## config.mk

```make
export PLATFORM = sky130hd
export DESIGN_NAME = gsr_average_smooth_conductance
export DESIGN_NICKNAME = d
export VERILOG_FILES = /design/src/hdl/gasc_pkg.sv /design/src/hdl/gasc_divider.sv /design/src/hdl/gasc_datapath.sv /design/src/hdl/gasc_ctrl.sv /design/src/hdl/gsr_average_smooth_conductance.sv
export SDC_FILE = /design/constraint.sdc
export NUM_CORES = 2
export LEC_CHECK = 0
export BUFFER_PORTS_ARGS = -buffer_cell sky130_fd_sc_hd__buf_2
export CAP_MARGIN = 10
export CORE_AREA = 3 3 246 199
export CTS_BUF_LIST = sky130_fd_sc_hd__clkbuf_4
export DETAILED_ROUTE_END_ITERATION = 12
export DIE_AREA = 0 0 249 202
export GPL_ROUTABILITY_DRIVEN = 0
export PLACE_DENSITY = 0.82
export SYNTH_ARGS = -nofsm -noshare
export SYNTH_HDL_FRONTEND = slang
export SYNTH_HIERARCHICAL = 1
export SYNTH_SLANG_ARGS = --single-unit
```

## constraint.sdc

```tcl
create_clock -name clk -period 12.53 [get_ports clk]
set_clock_uncertainty 0.2 [all_clocks]
set_input_delay 2.506 -clock clk [delete_from_list [all_inputs] [get_ports clk]]
set_output_delay 2.506 -clock clk [all_outputs]
set_load 0.01 [all_outputs]
```

## src/hdl/gasc_pkg.sv

```systemverilog
// ============================================================================
// gasc_pkg
// Shared widths, constants, state encoding and control structs for the
// skin-conductance averaging and smoothing block.
// ============================================================================
`default_nettype none

package gasc_pkg;

    localparam int ADC_BITS   = 12;
    localparam int FACTOR_W   = 17;
    localparam int LEVEL_W    = 28;
    localparam int SMOOTH_W   = 20;
    localparam int COND_W     = 23;
    localparam int DIV_W      = 24;
    localparam int DIVR_W     = 12;
    localparam int PROD_W     = FACTOR_W + LEVEL_W;

    localparam logic [ADC_BITS-1:0] ADC_FULL   = 12'd4095;
    localparam logic [ADC_BITS-1:0] GUARD_HIGH = 12'd4094;
    localparam logic [FACTOR_W-1:0] ONE_Q16    = 17'd65536;
    localparam logic [FACTOR_W-1:0] FACTOR_RST = 17'd6554;

    typedef enum logic [2:0] {
        ST_IDLE,
        ST_AVG_DIV,
        ST_MUL_OLD,
        ST_MUL_NEW,
        ST_COND_DIV,
        ST_DONE
    } state_t;

    typedef struct packed {
        logic seed;
        logic accum;
        logic group_start;
        logic avg_load;
        logic mul_old;
        logic mul_new;
        logic cond_start;
        logic out_load;
    } ctrl_cmd_t;

    typedef struct packed {
        logic seeded;
        logic last_sample;
        logic div_busy;
        logic guard;
    } dp_status_t;

endpackage

`default_nettype wire

```

## src/hdl/gasc_divider.sv

```systemverilog
// ============================================================================
// gasc_divider
// Restoring unsigned divider, one quotient bit per cycle.
// ============================================================================
`default_nettype none

module gasc_divider (
    input  wire logic                          clk,
    input  wire logic                          rst_n,
    input  wire logic                          start,
    input  wire logic [gasc_pkg::DIV_W-1:0]    dividend,
    input  wire logic [gasc_pkg::DIVR_W-1:0]   divisor,
    output logic                               busy,
    output logic [gasc_pkg::DIV_W-1:0]         quotient
);

    localparam int CNT_W = $clog2(gasc_pkg::DIV_W + 1);

    logic                          busy_reg, busy_next;
    logic [CNT_W-1:0]              cnt_reg, cnt_next;
    logic [gasc_pkg::DIVR_W-1:0]   rem_reg, rem_next;
    logic [gasc_pkg::DIVR_W-1:0]   dvsr_reg, dvsr_next;
    logic [gasc_pkg::DIV_W-1:0]    quo_reg, quo_next;
    logic [gasc_pkg::DIVR_W:0]     trial;
    logic [gasc_pkg::DIVR_W:0]     trial_sub;

    always_comb
    begin
        trial     = {rem_reg, quo_reg[gasc_pkg::DIV_W-1]};
        trial_sub = trial - {1'b0, dvsr_reg};
        busy_next = busy_reg;
        cnt_next  = cnt_reg;
        rem_next  = rem_reg;
        dvsr_next = dvsr_reg;
        quo_next  = quo_reg;
        if (start)
        begin
            busy_next = 1'b1;
            cnt_next  = CNT_W'(gasc_pkg::DIV_W);
            rem_next  = '0;
            dvsr_next = divisor;
            quo_next  = dividend;
        end
        else if (busy_reg)
        begin
            // remainder stays below a nonzero divisor
            if (trial >= {1'b0, dvsr_reg})
            begin
                rem_next = trial_sub[gasc_pkg::DIVR_W-1:0];
                quo_next = {quo_reg[gasc_pkg::DIV_W-2:0], 1'b1};
            end
            else
            begin
                rem_next = trial[gasc_pkg::DIVR_W-1:0];
                quo_next = {quo_reg[gasc_pkg::DIV_W-2:0], 1'b0};
            end
            cnt_next  = cnt_reg - CNT_W'(1);
            busy_next = (cnt_reg != CNT_W'(1));
        end
    end

    always_ff @(posedge clk or negedge rst_n)
    begin
        if (!rst_n)
        begin
            busy_reg <= 1'b0;
            cnt_reg  <= '0;
        end
        else
        begin
            busy_reg <= busy_next;
            cnt_reg  <= cnt_next;
        end
    end

    always_ff @(posedge clk)
    begin
        rem_reg  <= rem_next;
        dvsr_reg <= dvsr_next;
        quo_reg  <= quo_next;
    end

    assign busy     = busy_reg;
    assign quotient = quo_reg;

endmodule

`default_nettype wire

```

## src/hdl/gasc_datapath.sv

```systemverilog
// ============================================================================
// gasc_datapath
// Sample accumulator, reciprocal-multiply group mean, moving-average
// multiplier, conductance divider and result registers.
// ============================================================================
`default_nettype none

module gasc_datapath #(
    parameter int SAMPLES_PER_READING = 5
) (
    input  wire logic                              clk,
    input  wire logic                              rst_n,
    input  wire gasc_pkg::ctrl_cmd_t               cmd,
    output gasc_pkg::dp_status_t                   status,
    input  wire logic [gasc_pkg::ADC_BITS-1:0]     adc_sample,
    input  wire logic                              cfg_wr_en,
    input  wire logic [gasc_pkg::FACTOR_W-1:0]     cfg_wr_data,
    output logic [gasc_pkg::ADC_BITS-1:0]          average_raw,
    output logic [gasc_pkg::SMOOTH_W-1:0]          smoothed_level,
    output logic [gasc_pkg::COND_W-1:0]            conductance,
    output logic                                   guard_hit
);

    localparam int SUM_W = $clog2(4095 * SAMPLES_PER_READING + 1);
    localparam int CNT_W = (SAMPLES_PER_READING > 1) ? $clog2(SAMPLES_PER_READING) : 1;
    // ceil(2^22 / n) gives an exact floor mean for any sum below 2^17
    localparam int RECIP_SHIFT = 22;
    localparam int RECIP_W     = RECIP_SHIFT + 1;
    localparam logic [RECIP_W-1:0] RECIP =
        RECIP_W'((2 ** RECIP_SHIFT + SAMPLES_PER_READING - 1) / SAMPLES_PER_READING);
    localparam int AVG_PROD_W  = SUM_W + RECIP_W;

    logic [gasc_pkg::FACTOR_W-1:0]  factor_reg, factor_next;
    logic                           seeded_reg, seeded_next;
    logic [SUM_W-1:0]               sum_reg, sum_next;
    logic [CNT_W-1:0]               count_reg, count_next;
    logic [gasc_pkg::LEVEL_W-1:0]   level_reg, level_next;
    logic [gasc_pkg::LEVEL_W-1:0]   acc_reg, acc_next;
    logic [gasc_pkg::ADC_BITS-1:0]  avg_reg, avg_next;

    logic [gasc_pkg::ADC_BITS-1:0]  out_avg_reg;
    logic [gasc_pkg::SMOOTH_W-1:0]  out_smooth_reg;
    logic [gasc_pkg::COND_W-1:0]    out_cond_reg;
    logic                           out_guard_reg;

    logic [SUM_W-1:0]               sum_plus;
    logic [AVG_PROD_W-1:0]          avg_prod;
    logic [gasc_pkg::FACTOR_W-1:0]  weight;
    logic [gasc_pkg::FACTOR_W-1:0]  weight_inv;
    logic [gasc_pkg::FACTOR_W-1:0]  mul_a;
    logic [gasc_pkg::LEVEL_W-1:0]   mul_b;
    logic [gasc_pkg::PROD_W-1:0]    product;
    logic                           guard;
    logic [gasc_pkg::DIV_W-1:0]     cond_num;

    logic                           div_start;
    logic [gasc_pkg::DIV_W-1:0]     div_dividend;
    logic [gasc_pkg::DIVR_W-1:0]    div_divisor;
    logic                           div_busy;
    logic [gasc_pkg::DIV_W-1:0]     div_quotient;

    gasc_divider u_divider (
        .clk      (clk),
        .rst_n    (rst_n),
        .start    (div_start),
        .dividend (div_dividend),
        .divisor  (div_divisor),
        .busy     (div_busy),
        .quotient (div_quotient)
    );

    always_comb
    begin
        sum_plus   = sum_reg + SUM_W'(adc_sample);
        avg_prod   = AVG_PROD_W'(sum_reg) * AVG_PROD_W'(RECIP);
        weight     = (factor_reg > gasc_pkg::ONE_Q16) ? gasc_pkg::ONE_Q16 : factor_reg;
        weight_inv = gasc_pkg::ONE_Q16 - weight;
        // one shared multiplier: old level term first, new average term second
        mul_a      = cmd.mul_old ? weight_inv : weight;
        mul_b      = cmd.mul_old ? level_reg : gasc_pkg::LEVEL_W'(avg_reg);
        product    = gasc_pkg::PROD_W'(mul_a) * gasc_pkg::PROD_W'(mul_b);
        guard      = (avg_reg == '0) || (avg_reg >= gasc_pkg::GUARD_HIGH);
        // 2560 * avg as two shifted copies
        cond_num   = (gasc_pkg::DIV_W'(avg_reg) << 11) + (gasc_pkg::DIV_W'(avg_reg) << 9);

        div_start    = cmd.cond_start;
        div_dividend = cond_num;
        div_divisor  = gasc_pkg::ADC_FULL - avg_reg;

        factor_next = cfg_wr_en ? cfg_wr_data : factor_reg;
        seeded_next = seeded_reg || cmd.seed;
        sum_next    = sum_reg;
        count_next  = count_reg;
        if (cmd.accum)
        begin
            sum_next   = sum_plus;
            count_next = count_reg + CNT_W'(1);
        end
        else if (cmd.group_start)
        begin
            // keep the full group sum for the mean
            sum_next   = sum_plus;
            count_next = '0;
        end
        else if (cmd.avg_load)
        begin
            sum_next   = '0;
        end

        level_next = level_reg;
        if (cmd.seed)
            level_next = {adc_sample, 16'b0};
        else if (cmd.mul_new)
            level_next = acc_reg + product[gasc_pkg::LEVEL_W-1:0];

        acc_next = cmd.mul_old ? product[gasc_pkg::LEVEL_W+15:16] : acc_reg;
        avg_next = cmd.avg_load ? avg_prod[RECIP_SHIFT +: gasc_pkg::ADC_BITS] : avg_reg;
    end

    always_ff @(posedge clk or negedge rst_n)
    begin
        if (!rst_n)
        begin
            factor_reg <= gasc_pkg::FACTOR_RST;
            seeded_reg <= 1'b0;
            sum_reg    <= '0;
            count_reg  <= '0;
            level_reg  <= '0;
        end
        else
        begin
            factor_reg <= factor_next;
            seeded_reg <= seeded_next;
            sum_reg    <= sum_next;
            count_reg  <= count_next;
            level_reg  <= level_next;
        end
    end

    always_ff @(posedge clk)
    begin
        acc_reg <= acc_next;
        avg_reg <= avg_next;
        if (cmd.out_load)
        begin
            out_avg_reg    <= avg_reg;
            out_smooth_reg <= level_reg[gasc_pkg::LEVEL_W-1:8];
            out_cond_reg   <= guard ? '0 : div_quotient[gasc_pkg::COND_W-1:0];
            out_guard_reg  <= guard;
        end
    end

    assign status.seeded      = seeded_reg;
    assign status.last_sample = (count_reg == CNT_W'(SAMPLES_PER_READING - 1));
    assign status.div_busy    = div_busy;
    assign status.guard       = guard;

    assign average_raw    = out_avg_reg;
    assign smoothed_level = out_smooth_reg;
    assign conductance    = out_cond_reg;
    assign guard_hit      = out_guard_reg;

endmodule

`default_nettype wire

```

## src/hdl/gasc_ctrl.sv

```systemverilog
// ============================================================================
// gasc_ctrl
// Sequencer for seeding, accumulation, averaging, smoothing and conductance.
// ============================================================================
`default_nettype none

module gasc_ctrl (
    input  wire logic                   clk,
    input  wire logic                   rst_n,
    input  wire logic                   in_valid,
    output logic                        in_ready,
    output logic                        out_valid,
    input  wire logic                   out_ready,
    input  wire gasc_pkg::dp_status_t   status,
    output gasc_pkg::ctrl_cmd_t         cmd
);

    gasc_pkg::state_t state_reg, state_next;
    logic             out_valid_reg, out_valid_next;
    logic             in_fire;

    always_ff @(posedge clk or negedge rst_n)
    begin
        if (!rst_n)
        begin
            state_reg     <= gasc_pkg::ST_IDLE;
            out_valid_reg <= 1'b0;
        end
        else
        begin
            state_reg     <= state_next;
            out_valid_reg <= out_valid_next;
        end
    end

    always_comb
    begin
        state_next     = state_reg;
        cmd            = '0;
        in_ready       = 1'b0;
        in_fire        = 1'b0;
        out_valid_next = out_valid_reg && !out_ready;
        case (state_reg)
            gasc_pkg::ST_IDLE:
            begin
                in_ready = 1'b1;
                in_fire  = in_valid;
                if (in_fire)
                begin
                    if (!status.seeded)
                        cmd.seed = 1'b1;
                    else if (!status.last_sample)
                        cmd.accum = 1'b1;
                    else
                    begin
                        cmd.group_start = 1'b1;
                        state_next      = gasc_pkg::ST_AVG_DIV;
                    end
                end
            end
            gasc_pkg::ST_AVG_DIV:
            begin
                cmd.avg_load = 1'b1;
                state_next   = gasc_pkg::ST_MUL_OLD;
            end
            gasc_pkg::ST_MUL_OLD:
            begin
                cmd.mul_old = 1'b1;
                state_next  = gasc_pkg::ST_MUL_NEW;
            end
            gasc_pkg::ST_MUL_NEW:
            begin
                cmd.mul_new = 1'b1;
                if (status.guard)
                    state_next = gasc_pkg::ST_DONE;
                else
                begin
                    cmd.cond_start = 1'b1;
                    state_next     = gasc_pkg::ST_COND_DIV;
                end
            end
            gasc_pkg::ST_COND_DIV:
            begin
                if (!status.div_busy)
                    state_next = gasc_pkg::ST_DONE;
            end
            gasc_pkg::ST_DONE:
            begin
                // wait until the output register is free
                if (!out_valid_reg || out_ready)
                begin
                    cmd.out_load   = 1'b1;
                    out_valid_next = 1'b1;
                    state_next     = gasc_pkg::ST_IDLE;
                end
            end
            default:
            begin
                state_next = gasc_pkg::ST_IDLE;
            end
        endcase
    end

    assign out_valid = out_valid_reg;

endmodule

`default_nettype wire

```

## src/hdl/gsr_average_smooth_conductance.sv

```systemverilog
// ============================================================================
// gsr_average_smooth_conductance
// Boxcar average of ADC samples feeding a Q12.16 moving average and a
// conductance estimate, controller plus datapath with a shared multiplier.
// ============================================================================
// a sample that does not close a group is taken and the controller stays idle
// a group-closing request is averaged, smoothed, then the 24-step bit-serial
//   conductance divider runs unless guarded; a free output register then loads
// a new request is taken while a result waits in the output register
// reset: async active low, clears the filter, group count and seed flag,
//   loads the smoothing factor with 6554
`default_nettype none

module gsr_average_smooth_conductance #(
    parameter int SAMPLES_PER_READING = 5
) (
    input  wire logic                              clk,
    input  wire logic                              rst_n,
    input  wire logic                              in_valid,
    output logic                                   in_ready,
    input  wire logic [gasc_pkg::ADC_BITS-1:0]     adc_sample,
    output logic                                   out_valid,
    input  wire logic                              out_ready,
    output logic [gasc_pkg::ADC_BITS-1:0]          average_raw,
    output logic [gasc_pkg::SMOOTH_W-1:0]          smoothed_level,
    output logic [gasc_pkg::COND_W-1:0]            conductance,
    output logic                                   guard_hit,
    input  wire logic                              cfg_wr_en,
    input  wire logic [gasc_pkg::FACTOR_W-1:0]     cfg_wr_data
);

    gasc_pkg::ctrl_cmd_t  cmd;
    gasc_pkg::dp_status_t status;

    gasc_ctrl u_ctrl (
        .clk       (clk),
        .rst_n     (rst_n),
        .in_valid  (in_valid),
        .in_ready  (in_ready),
        .out_valid (out_valid),
        .out_ready (out_ready),
        .status    (status),
        .cmd       (cmd)
    );

    gasc_datapath #(
        .SAMPLES_PER_READING (SAMPLES_PER_READING)
    ) u_datapath (
        .clk            (clk),
        .rst_n          (rst_n),
        .cmd            (cmd),
        .status         (status),
        .adc_sample     (adc_sample),
        .cfg_wr_en      (cfg_wr_en),
        .cfg_wr_data    (cfg_wr_data),
        .average_raw    (average_raw),
        .smoothed_level (smoothed_level),
        .conductance    (conductance),
        .guard_hit      (guard_hit)
    );

    // divider is never running while requests are taken
    assert property (@(posedge clk) disable iff (!rst_n)
        in_ready |-> !status.div_busy)
        else $error("divider busy while accepting requests");

    // a new result only appears after an output load
    assert property (@(posedge clk) disable iff (!rst_n)
        $rose(out_valid) |-> $past(cmd.out_load))
        else $error("result valid without output load");

    assert property (@(posedge clk) disable iff (!rst_n)
        (out_valid && guard_hit) |-> (conductance == '0))
        else $error("guarded result with nonzero conductance");

    assert property (@(posedge clk) disable iff (!rst_n)
        (out_valid && !guard_hit) |-> (average_raw != '0))
        else $error("zero average without guard flag");

endmodule

`default_nettype wire
```

==> flow_summary.json <==
{
  "whs_ns": 0.2102,
  "cp_common_cell": "fa_1",
  "hpwl_um": 65230,
  "cts_inserted_buffers": 56,
  "finalWirelength_um": 80770,
  "hp-class": "register to register",
  "ys_seq_area_share_pct": 20.06,
  "max-clock-path-buffers": 3,
  "port_buffers": 91,
  "cts_setup_buffers": 0,
  "ys_warn_count": 6,
  "route.detailed.drc": 0,
  "syn2layout_area_growth_pct": 6.195,
  "worst-endpoint-arrival_ns": 11.91,
  "slew_violations": 0,
  "setup.worst_path.class": "register to register",
  "status": "finished with violations",
  "cts-root-buf": "clkbuf_4",
  "synth-simple-area-share_pct": 13.30,
  "violations": "max-capacitance violations",
  "worstReg2RegStart": "u_datapath/factor_reg[16]",
  "grt_pass1_wl_um": 131400,
  "grt_max_degree": 69,
  "syn_avg_cell_area_sq_um": 9.425,
  "first_global_vias": 25040,
  "syn_area_sq_um": 30230,
  "clock-sinks": 218,
  "crit_required_ns": 12.98,
  "boundaryPins": 92,
  "synth-seq-cells": 218,
  "final_antenna_net_count": 0,
  "nFillCells": 3407,
  "timing.fmax_ghz": 0.08726,
  "synth-adder-area-share_pct": 42.77,
  "cts_tree": "yes",
  "htree_levels": 2,
  "rsz0062_at_grt": "no",
  "dr_total_vias": 23390,
  "clk_pin_slew_ns": 0.07,
  "die_w_um": 249,
  "tightest_slew_ns": 1.481,
  "maxCapViolCount": 1,
  "synth_xor_area_share_pct": 3.480,
  "synth_mux_area_share_pct": 2.355,
  "synth_top_family_by_area": "adder cells",
  "r2r.worst_path.cells": 31,
  "grt_antenna_before_repair": 3,
  "die_area_sq_um": 50300,
  "min-delay-start": "u_datapath/level_reg[9]",
  "synth_compound_area_share_pct": 8.500,
  "drtIter0Drc": 2155,
  "start_util_pct": 64.58,
  "synthArstFlopShare_pct": 33.94,
  "globalRoute.totalOverflow": 0,
  "viasPerCell": 5.923,
  "wl_per_cell_um": 20.45,
  "whs_path_depth": 0,
  "fp.coreArea_sq_um": 46820,
  "ctsResizeCount": 0,
  "min_to": "u_datapath/smoothed_level[1]",
  "die_y_um": 202,
  "rows": 71,
  "synthCells": 3208,
  "post-route-period-util_pct": 91.46,
  "critical_path.endpoint_type": "register",
  "hold_viol": 0,
  "worst-path-max-fanout": 29,
  "start_kind": "register",
  "timing.rr.end": "u_datapath/level_reg[19]",
  "cts_hold_buf": 0,
  "synth_edf_count": 132,
  "first_pass_iters": 6,
  "fin_tns_setup_ns": 0,
  "nets": 4070,
  "ys.flop_type": "edfxtp_1",
  "cpPeakStageDelay_ns": 1.12,
  "period_needed_ns": 11.46,
  "relSlewSlack_pct": 0.9613,
  "synth.distinct_cells": 91,
  "clock_latency_ns": 0.83,
  "setup_viol": 0,
  "grt_use_total_pct": 33.09,
  "slowest_stage": "nor2b_2",
  "drive_above_1_share_pct": 8.659,
  "r2r_slack_ns": 1.07
}
placed cells by master, fill, tap and decap left out, drive strengths merged, types with 9 or more instances in the layout:
master | Yosys | final
a211oi | 16 | 16
a21o | 39 | 39
a21oi | 102 | 102
a31oi | 11 | 11
and2 | 48 | 48
and3 | 17 | 17
buf | 28 | 120
clkbuf | 87 | 86
clkinv | 1 | 16
conb | 1 | 9
dfrtp | 67 | 67
dfxtp | 12 | 12
edfxtp | 132 | 132
fa | 461 | 461
ha | 296 | 296
inv | 638 | 640
mux2 | 41 | 41
mux2i | 25 | 25
nand2 | 436 | 436
nand2b | 29 | 29
nand3 | 30 | 30
nand3b | 12 | 12
nor2 | 249 | 249
nor2b | 20 | 20
nor3 | 19 | 19
o21a | 35 | 35
o21ai | 86 | 86
o31ai | 13 | 13
or2 | 12 | 12
or3 | 9 | 9
xnor2 | 81 | 81
xor2 | 37 | 37
layer usage:
metal  global-route usage (%)  share of wire, %  up-vias
met5                        0            0.0087        -
met4                    12.98               4.3        2
met3                    11.21                12      254
met2                    50.64                45     1289
met1                    43.86                39    11560
li1                         -                 -    10290
metrics by stage:
stage,utilization [%],cell area [sq um],setup WS (ns),instances
CTS,68.57,32100,1.333,3946
global placement,66.86,31300,1.755,3841
detailed placement,66.86,31300,1.480,3841
finish,68.58,32110,1.070,3949
floorplan,-,30260,1.466,3216
global route,68.58,32110,0.3703,3949
final cells by class:
type	count	area, sq um	share of cell area (%)
multi-input cells	2244	21390	66.61
clock inverters	19	151.4	0.4715
repair buffers	120	675.6	2.104
flip-flops and latches	218	6065	18.89
diodes	3	7.507	0.02338
well taps	620	775.7	2.416
inverters	639	2399	7.470
clock buffers	86	645.6	2.011
worst max path at each step:
| stage | from | to | slack (ns) | depth (start not counted) |
|---|---|---|---|---|
| after floorplan | u_ctrl/state_reg[1] | u_datapath/level_reg[26] | 1.47 | 38 |
| after global placement | u_datapath/factor_reg[16] | u_datapath/level_reg[26] | 1.76 | 36 |
| after detailed placement | u_datapath/factor_reg[16] | u_datapath/level_reg[26] | 1.48 | 36 |
| after CTS | u_datapath/factor_reg[16] | u_datapath/level_reg[26] | 1.33 | 36 |
| after global routing | u_datapath/factor_reg[16] | u_datapath/level_reg[27] | 0.37 | 32 |
| final | u_datapath/factor_reg[16] | u_datapath/level_reg[19] | 1.07 | 31 |
cell usage after synthesis, drive strengths merged, types with 30 or more instances:
library cell,number,share of area (%)
mux2,41,1.5
inv,638,7.9
dfrtp,67,5.5
ha,296,12
edfxtp,132,13
nand3,30,0.50
nand2,436,5.4
and2,48,0.99
clkbuf,87,1.1
a21o,39,0.97
nor2,249,3.1
o21ai,86,1.4
xor2,37,1.1
fa,461,31
o21a,35,0.87
a21oi,102,1.7
xnor2,81,2.4
kinds of logic after synthesis:
logic type	Yosys count
XOR/XNOR	118
adder cells (fa/ha/maj)	757
buffers and inverters	754
other	1
AO/OA/AOI/OAI	382
AND/OR/NAND/NOR	912
multiplexers	66
flip-flops	218
critical path: cells and delay by family (launching register included):
family | cells | cell delay (ns)
xor+xnor | 3 | 1.42
mux | 1 | 0.12
fa+ha+maj | 9 | 4.14
flops | 1 | 0.70
compound gates | 6 | 1.37
buf+inv | 4 | 0.44
simple gates | 8 | 2.83
Power is left out: the tool's default activity adds up to more than one toggle a clock period on the data nets, which glitch-free logic cannot reach.
